[src/sv/sps_pkg.sv]
// Shared types and constants for the sandpile stabilizer.
package sps_pkg;

   localparam int GRID_SIDE_DEF = 257;
   localparam int HEIGHT_W = 16;
   localparam int ODO_W = 48;
   localparam int RADIUS_W = 8;
   localparam logic [RADIUS_W-1:0] RADIUS_MAX = 8'hFF;
   localparam logic [HEIGHT_W-1:0] HEIGHT_MAX = 16'hFFFF;
   localparam logic [HEIGHT_W-1:0] BACKGROUND_GRAINS = 16'd2;
   localparam int TOPPLE_QUANTUM = 4;

   localparam logic ACTION_ADD = 1'b0;
   localparam logic ACTION_CLEAR = 1'b1;

   // Datapath command from the controller.
   typedef enum logic [3:0] {
      CMD_NONE,
      CMD_CLEAR_STEP,   // write background into one site, advance sweep
      CMD_DROP_READ,    // read a drop site
      CMD_DROP_WRITE,   // add grains, push if unstable
      CMD_POP,          // pop stack top, read its entry
      CMD_TOPPLE,       // update popped site and odometer
      CMD_NB_READ,      // read the current neighbor
      CMD_NB_WRITE,     // add amount to neighbor, push if unstable
      CMD_SELF_READ,    // read the popped site
      CMD_SELF_PUSH,    // push popped site if still unstable
      CMD_OUT_READ      // read odometers at the two lower sites
   } cmd_type;

   typedef struct packed {
      cmd_type    cmd;
      logic [1:0] sel;   // drop site (0 A, 1 B) or neighbor (0 up,1 down,2 left,3 right)
      logic [3:0] grains;
   } ctl_type;

   typedef struct packed {
      logic clear_done;
      logic stack_empty;
      logic nb_valid;    // selected neighbor lies on the lattice
      logic amount_zero; // popped site holds fewer than four grains
      logic out_ready;
   } sts_type;

endpackage

[src/sv/sps_controller.sv]
// Sequencer for clear sweeps, grain drops and the toppling loop.
module sps_controller (
   input  logic                 clock,
   input  logic                 reset,
   input  logic                 req_tvalid,
   output logic                 req_tready,
   input  logic [8:0]           req_tdata,
   output logic                 rsp_tvalid,
   input  logic                 rsp_tready,
   output sps_pkg::ctl_type     ctl,
   input  sps_pkg::sts_type     sts
);
   typedef enum logic [3:0] {
      ST_INIT, ST_IDLE, ST_CLEAR, ST_DROP_RD, ST_DROP_WR, ST_POP, ST_POP_WAIT,
      ST_POP_LOAD, ST_TOPPLE, ST_NB_RD, ST_NB_WR, ST_SELF_RD, ST_SELF_CHK,
      ST_SELF_PUSH, ST_OUT, ST_RESP
   } state_type;

   state_type    state_ff;
   logic [1:0]   sel_ff;
   logic [3:0]   ga_ff, gb_ff;
   logic         rsp_valid_ff;

   // Decode command from state.
   always_comb begin
      ctl.sel = sel_ff;
      ctl.grains = (sel_ff == 2'd0) ? ga_ff : gb_ff;
      case (state_ff)
         ST_INIT, ST_CLEAR: ctl.cmd = sps_pkg::CMD_CLEAR_STEP;
         ST_DROP_RD:  ctl.cmd = sps_pkg::CMD_DROP_READ;
         ST_DROP_WR:  ctl.cmd = sps_pkg::CMD_DROP_WRITE;
         ST_POP:      ctl.cmd = sps_pkg::CMD_POP;
         ST_TOPPLE:   ctl.cmd = sps_pkg::CMD_TOPPLE;
         ST_NB_RD:    ctl.cmd = sps_pkg::CMD_NB_READ;
         ST_NB_WR:    ctl.cmd = sps_pkg::CMD_NB_WRITE;
         ST_SELF_RD, ST_SELF_CHK: ctl.cmd = sps_pkg::CMD_SELF_READ;
         ST_SELF_PUSH: ctl.cmd = sps_pkg::CMD_SELF_PUSH;
         ST_OUT:      ctl.cmd = sps_pkg::CMD_OUT_READ;
         default:     ctl.cmd = sps_pkg::CMD_NONE;
      endcase
   end

   assign req_tready = (state_ff == ST_IDLE);
   assign rsp_tvalid = rsp_valid_ff;

   // Step the sequence.
   always_ff @(posedge clock) begin
      if (reset) begin
         state_ff <= ST_INIT;
         sel_ff <= 2'd0;
         rsp_valid_ff <= 1'b0;
      end else begin
         case (state_ff)
            ST_INIT: if (sts.clear_done) state_ff <= ST_IDLE;
            ST_IDLE: begin
               if (req_tvalid) begin
                  ga_ff <= req_tdata[4:1];
                  gb_ff <= req_tdata[8:5];
                  sel_ff <= 2'd0;
                  if (req_tdata[0] == sps_pkg::ACTION_CLEAR)
                     state_ff <= ST_CLEAR;
                  else if (req_tdata[4:1] != '0)
                     state_ff <= ST_DROP_RD;
                  else if (req_tdata[8:5] != '0) begin
                     sel_ff <= 2'd1;
                     state_ff <= ST_DROP_RD;
                  end else
                     state_ff <= ST_POP_WAIT;
               end
            end
            ST_CLEAR: if (sts.clear_done) state_ff <= ST_OUT;
            ST_DROP_RD: state_ff <= ST_DROP_WR;
            ST_DROP_WR: begin
               if (sel_ff == 2'd0 && gb_ff != '0) begin
                  sel_ff <= 2'd1;
                  state_ff <= ST_DROP_RD;
               end else
                  state_ff <= ST_POP_WAIT;
            end
            // Let push count settle before testing empty.
            ST_POP_WAIT: state_ff <= sts.stack_empty ? ST_OUT : ST_POP;
            // Wait for the popped entry to load before reading its site.
            ST_POP: state_ff <= ST_POP_LOAD;
            ST_POP_LOAD: state_ff <= ST_SELF_RD;
            ST_SELF_RD: state_ff <= ST_TOPPLE;
            ST_TOPPLE: begin
               sel_ff <= 2'd0;
               state_ff <= ST_NB_RD;
            end
            ST_NB_RD: state_ff <= sts.amount_zero ? ST_POP_WAIT : ST_NB_WR;
            ST_NB_WR: begin
               if (sel_ff == 2'd3) state_ff <= ST_SELF_CHK;
               else begin
                  sel_ff <= sel_ff + 2'd1;
                  state_ff <= ST_NB_RD;
               end
            end
            ST_SELF_CHK: state_ff <= ST_SELF_PUSH;
            ST_SELF_PUSH: state_ff <= ST_POP_WAIT;
            ST_OUT: state_ff <= ST_RESP;
            ST_RESP: begin
               if (!rsp_valid_ff) rsp_valid_ff <= 1'b1;
               else if (rsp_tready) begin
                  rsp_valid_ff <= 1'b0;
                  state_ff <= ST_IDLE;
               end
            end
            default: state_ff <= ST_IDLE;
         endcase
      end
   end

   // Self push reads the popped site again: go via a read.
   a_one_flight: assert property (@(posedge clock) disable iff (reset)
      rsp_tvalid |-> !req_tready) else $error("request taken with result pending");
   a_rsp_state: assert property (@(posedge clock) disable iff (reset)
      rsp_tvalid |-> state_ff == ST_RESP) else $error("result outside response");
   a_clear_ends: assert property (@(posedge clock) disable iff (reset)
      (state_ff == ST_CLEAR && sts.clear_done) |=> state_ff == ST_OUT)
      else $error("clear did not finish");
endmodule
[config.mk]
export PLATFORM = sky130hd
export DESIGN_NAME = sps_controller
export DESIGN_NICKNAME = d
export VERILOG_FILES = /design/src/sv/sps_pkg.sv /design/src/sv/sps_controller.sv
export SDC_FILE = /design/constraint.sdc
export NUM_CORES = 1
export LEC_CHECK = 0
export BUFFER_PORTS_ARGS = -buffer_cell sky130_fd_sc_hd__buf_2
export CORE_MARGIN = 2
export CORE_UTILIZATION = 58
export CTS_BUF_LIST = sky130_fd_sc_hd__clkbuf_4 sky130_fd_sc_hd__clkbuf_8
export DETAILED_ROUTE_END_ITERATION = 7
export GPL_ROUTABILITY_DRIVEN = 0
export GPL_TIMING_DRIVEN = 1
export PLACE_DENSITY = 0.91
export REMOVE_ABC_BUFFERS = 1
export SKIP_LAST_GASP = 1
export SYNTH_ARGS = -nofsm -noshare
export SYNTH_HDL_FRONTEND = slang
export SYNTH_SLANG_ARGS = --single-unit
[constraint.sdc]
create_clock -name clock -period 7 [get_ports clock]
set_clock_uncertainty 0.1 [all_clocks]
set_input_delay 0.7 -clock clock [delete_from_list [all_inputs] [get_ports clock]]
set_output_delay 0.7 -clock clock [all_outputs]
set_load 0.1 [all_outputs]
==> results.md <==
- Worst-Margin Slew: 607 ps
- # DRC: 0
- Initial antenna violation count: 0
- Ys flop type: dfxtp_1
- Most frequent cells in the layout: buf_2, nor2_1, dfxtp_1
- Starting Density: 0.608
- Pre-CTS setup slack: 4330 ps
- Fmax achieved: 0.345 GHz
- FFs w/ async S/R, synth: 0
- Unrepaired setup endpoints after global routing: no
- I/O pin total: 30
- GRT Resource Usage Total: 0.230
- Flop2flop setup slack: 4350 ps
- Fillers: 161
- Max incr delay on CP: 720 ps
- Worst Path Max Fanout: 21
- Critical path launch point type: flop
- Worst hold path class: reg2reg
- Crit path required time: 6200 ps
- Sequential fraction of the synthesis area: 0.390
- Final hold viol count: 0
- Clock sink total: 19
- Netlist cell types: 47
- Die Y: 49.1 um
- Layout net count: 179
- WHS Endpoint: sel_ff[1]$_SDFFE_PP0P_
- # diodes: 0
- CTS resizes: 0
- Mapped cell area: 1180 um^2
- Final Cycle Share: 0.414
- Slowest CP cell: dfxtp_1
- DRT antenna net count: 0
- Peak supply drop: 0.129 mV
- Max-Cap Viols: 0
- Setup tns final: 0 ps
- Crit path capture type: output port
- HP Start: sel_ff[1]$_SDFFE_PP0P_
- Multi-input gate area: 653 um^2
- Outcome: complete, no violations
- End-of-flow core utilization: 0.695
- Cells after synthesis: 132
- Number of port buffers: 27
- Row count: 16
- Gr ovfl total: 0
- Mean post-synth cell area: 8.95 um^2
- Cell leakage power: 0.538 nW
- DR WL/cell: 13.5 um
- Largest net degree at the start of global routing: 22
- R2r endpoint: ctl[7]$_DFF_P_
- Max Buffers Root-to-Sink: 2
- Reg area: 460 um^2
- Layout cell share with drive strength beyond 1: 0.287
- Overall Power: 316 uW
- Setup-failing EPs final: 0
- Count of hold-fix buffers inserted at cts: 0
- Die ar.: 2410 um^2
- Core ar.: 1940 um^2
- Vias in the first global route: 1,028
- Placed Cells: 180
- Worst rel slew slack: 0.595
- Root Driver: clkbuf_4
- First-pass GRT wire length: 4260 um
- Post-detail-place hpwl: 1880 um
- Synth warn: 0
- Die Span X: 49.1 um
- Crit path cell chain: or4b_4, inv_1, buf_2
- P&R area growth vs syn: 14.3%
- Total CTS buffers: 3
- Clk pin slew, worst setup/hold paths: 100 ps
- Setup Fix Bufs, Post-CTS: 0
- Fin crit period: 2900 ps
- Htree depth: 1
- WL final: 2480 um
- Slew Limit Fails: 0
- Post-synth EDFFs: 8
- Most common library cell in the layout ignoring fill and taps: buf_2
- Post-route worst setup slack: 4100 ps
- DR vias: 1,106
- Critical Path AT: 2100 ps
- Vias per cell: 6.01
- CTS tree: done
- WS Path Type: reg2out
- Drt pass-1 iters: 4
- R2R depth: 7
- R2r startpoint: state_ff[0]$_SDFFE_PP0N_
- PD cells: 234 nW/um^2
- Hold Crit Depth: 2
- Number of synthesized register bits: 19
- Fin cells: 184
- Initial DRC Count: 39
- Clk_lat worst skew: 310 ps
cell type report:
| type | count | area share |
|---|---|---|
| multi-input combinational | 97 | 0.484 |
| clock buffer | 4 | 0.0222 |
| inverter | 10 | 0.0278 |
| tap | 27 | 0.0250 |
| sequential | 19 | 0.341 |
| timing repair buffer | 27 | 0.100 |
how the worst max path moves through the flow:
| stage | depth (start not counted) | slack, ps | end | startpoint |
|---|---|---|---|---|
| floorplan | 9 | 4180 | ctl[7]$_DFF_P_ | sel_ff[0]$_SDFFE_PP0P_ |
| global placement | 7 | 4360 | ctl[7]$_DFF_P_ | req_tdata[6] |
| detailed placement | 7 | 4330 | ctl[7]$_DFF_P_ | req_tdata[6] |
| CTS | 3 | 4120 | req_tready | state_ff[0]$_SDFFE_PP0N_ |
| global route | 3 | 3990 | req_tready | state_ff[0]$_SDFFE_PP0N_ |
| finish | 3 | 4100 | req_tready | state_ff[0]$_SDFFE_PP0N_ |
logic make-up (layout without fill, tap and decap cells):
logic type,count (synthesis),count (layout),synth area share
compound gates,35,35,0.216
xor+xnor,1,1,0.00742
fa+ha+maj,3,3,0.0318
buf+inv,16,41,0.0572
flops,19,19,0.390
mux,4,4,0.0381
simple gates,54,54,0.260
sequential cells by signal (all words and copies together) (netlist names):
name and cells:
ctl 4, gb_ff 4, sel_ff 2, ga_ff 4, rsp_tvalid 1, state_ff 4
power breakdown:
group          switching, mW  internal (mW)
clock network         0.0338         0.0262
logic                 0.0863         0.0354
registers             0.0121          0.123
stage by stage:
stage	hold slack, ps	instance area [um^2]
floorplan	535	1150
global placement	371	1320
detailed placement	386	1320
CTS	399	1350
global route	458	1350
finish	396	1350
synth_stat cells (all sizes together), types with 2 or more instances:
library cell	count	area [um^2]
a31oi	3	18.8
nor3	5	30.0
nor4	2	12.5
nor3b	3	22.5
edfxtp	8	240
a21oi	7	35.0
and2	2	15.0
buf	6	30.0
inv	10	37.5
ha	3	37.5
nand4b	2	17.5
a311oi	2	35.0
nand3b	2	15.0
nor2	14	52.6
o211ai	2	15.0
dfxtp	11	220
nand3	3	15.0
nand2	10	37.5
mux2	4	45.0
o21ai	10	53.8
nand2b	2	12.5
critical path, delay by kind of cell, from the launching register on:
kind / cells / cell delay (ps)
simple gates: 1 / 560
flops: 1 / 720
buf+inv: 2 / 510
metal layers:
metal  routed length, um  vias up  share of wire  GRT usage
met5                   0        -              0          0
met4                  58        0          0.023      0.129
met3                 164        5          0.066     0.0337
met2                1230       44           0.49      0.405
met1                1030      519           0.42      0.263
li1                    -      538              -          -
Note: power is estimated with default switching activity, not from simulation.
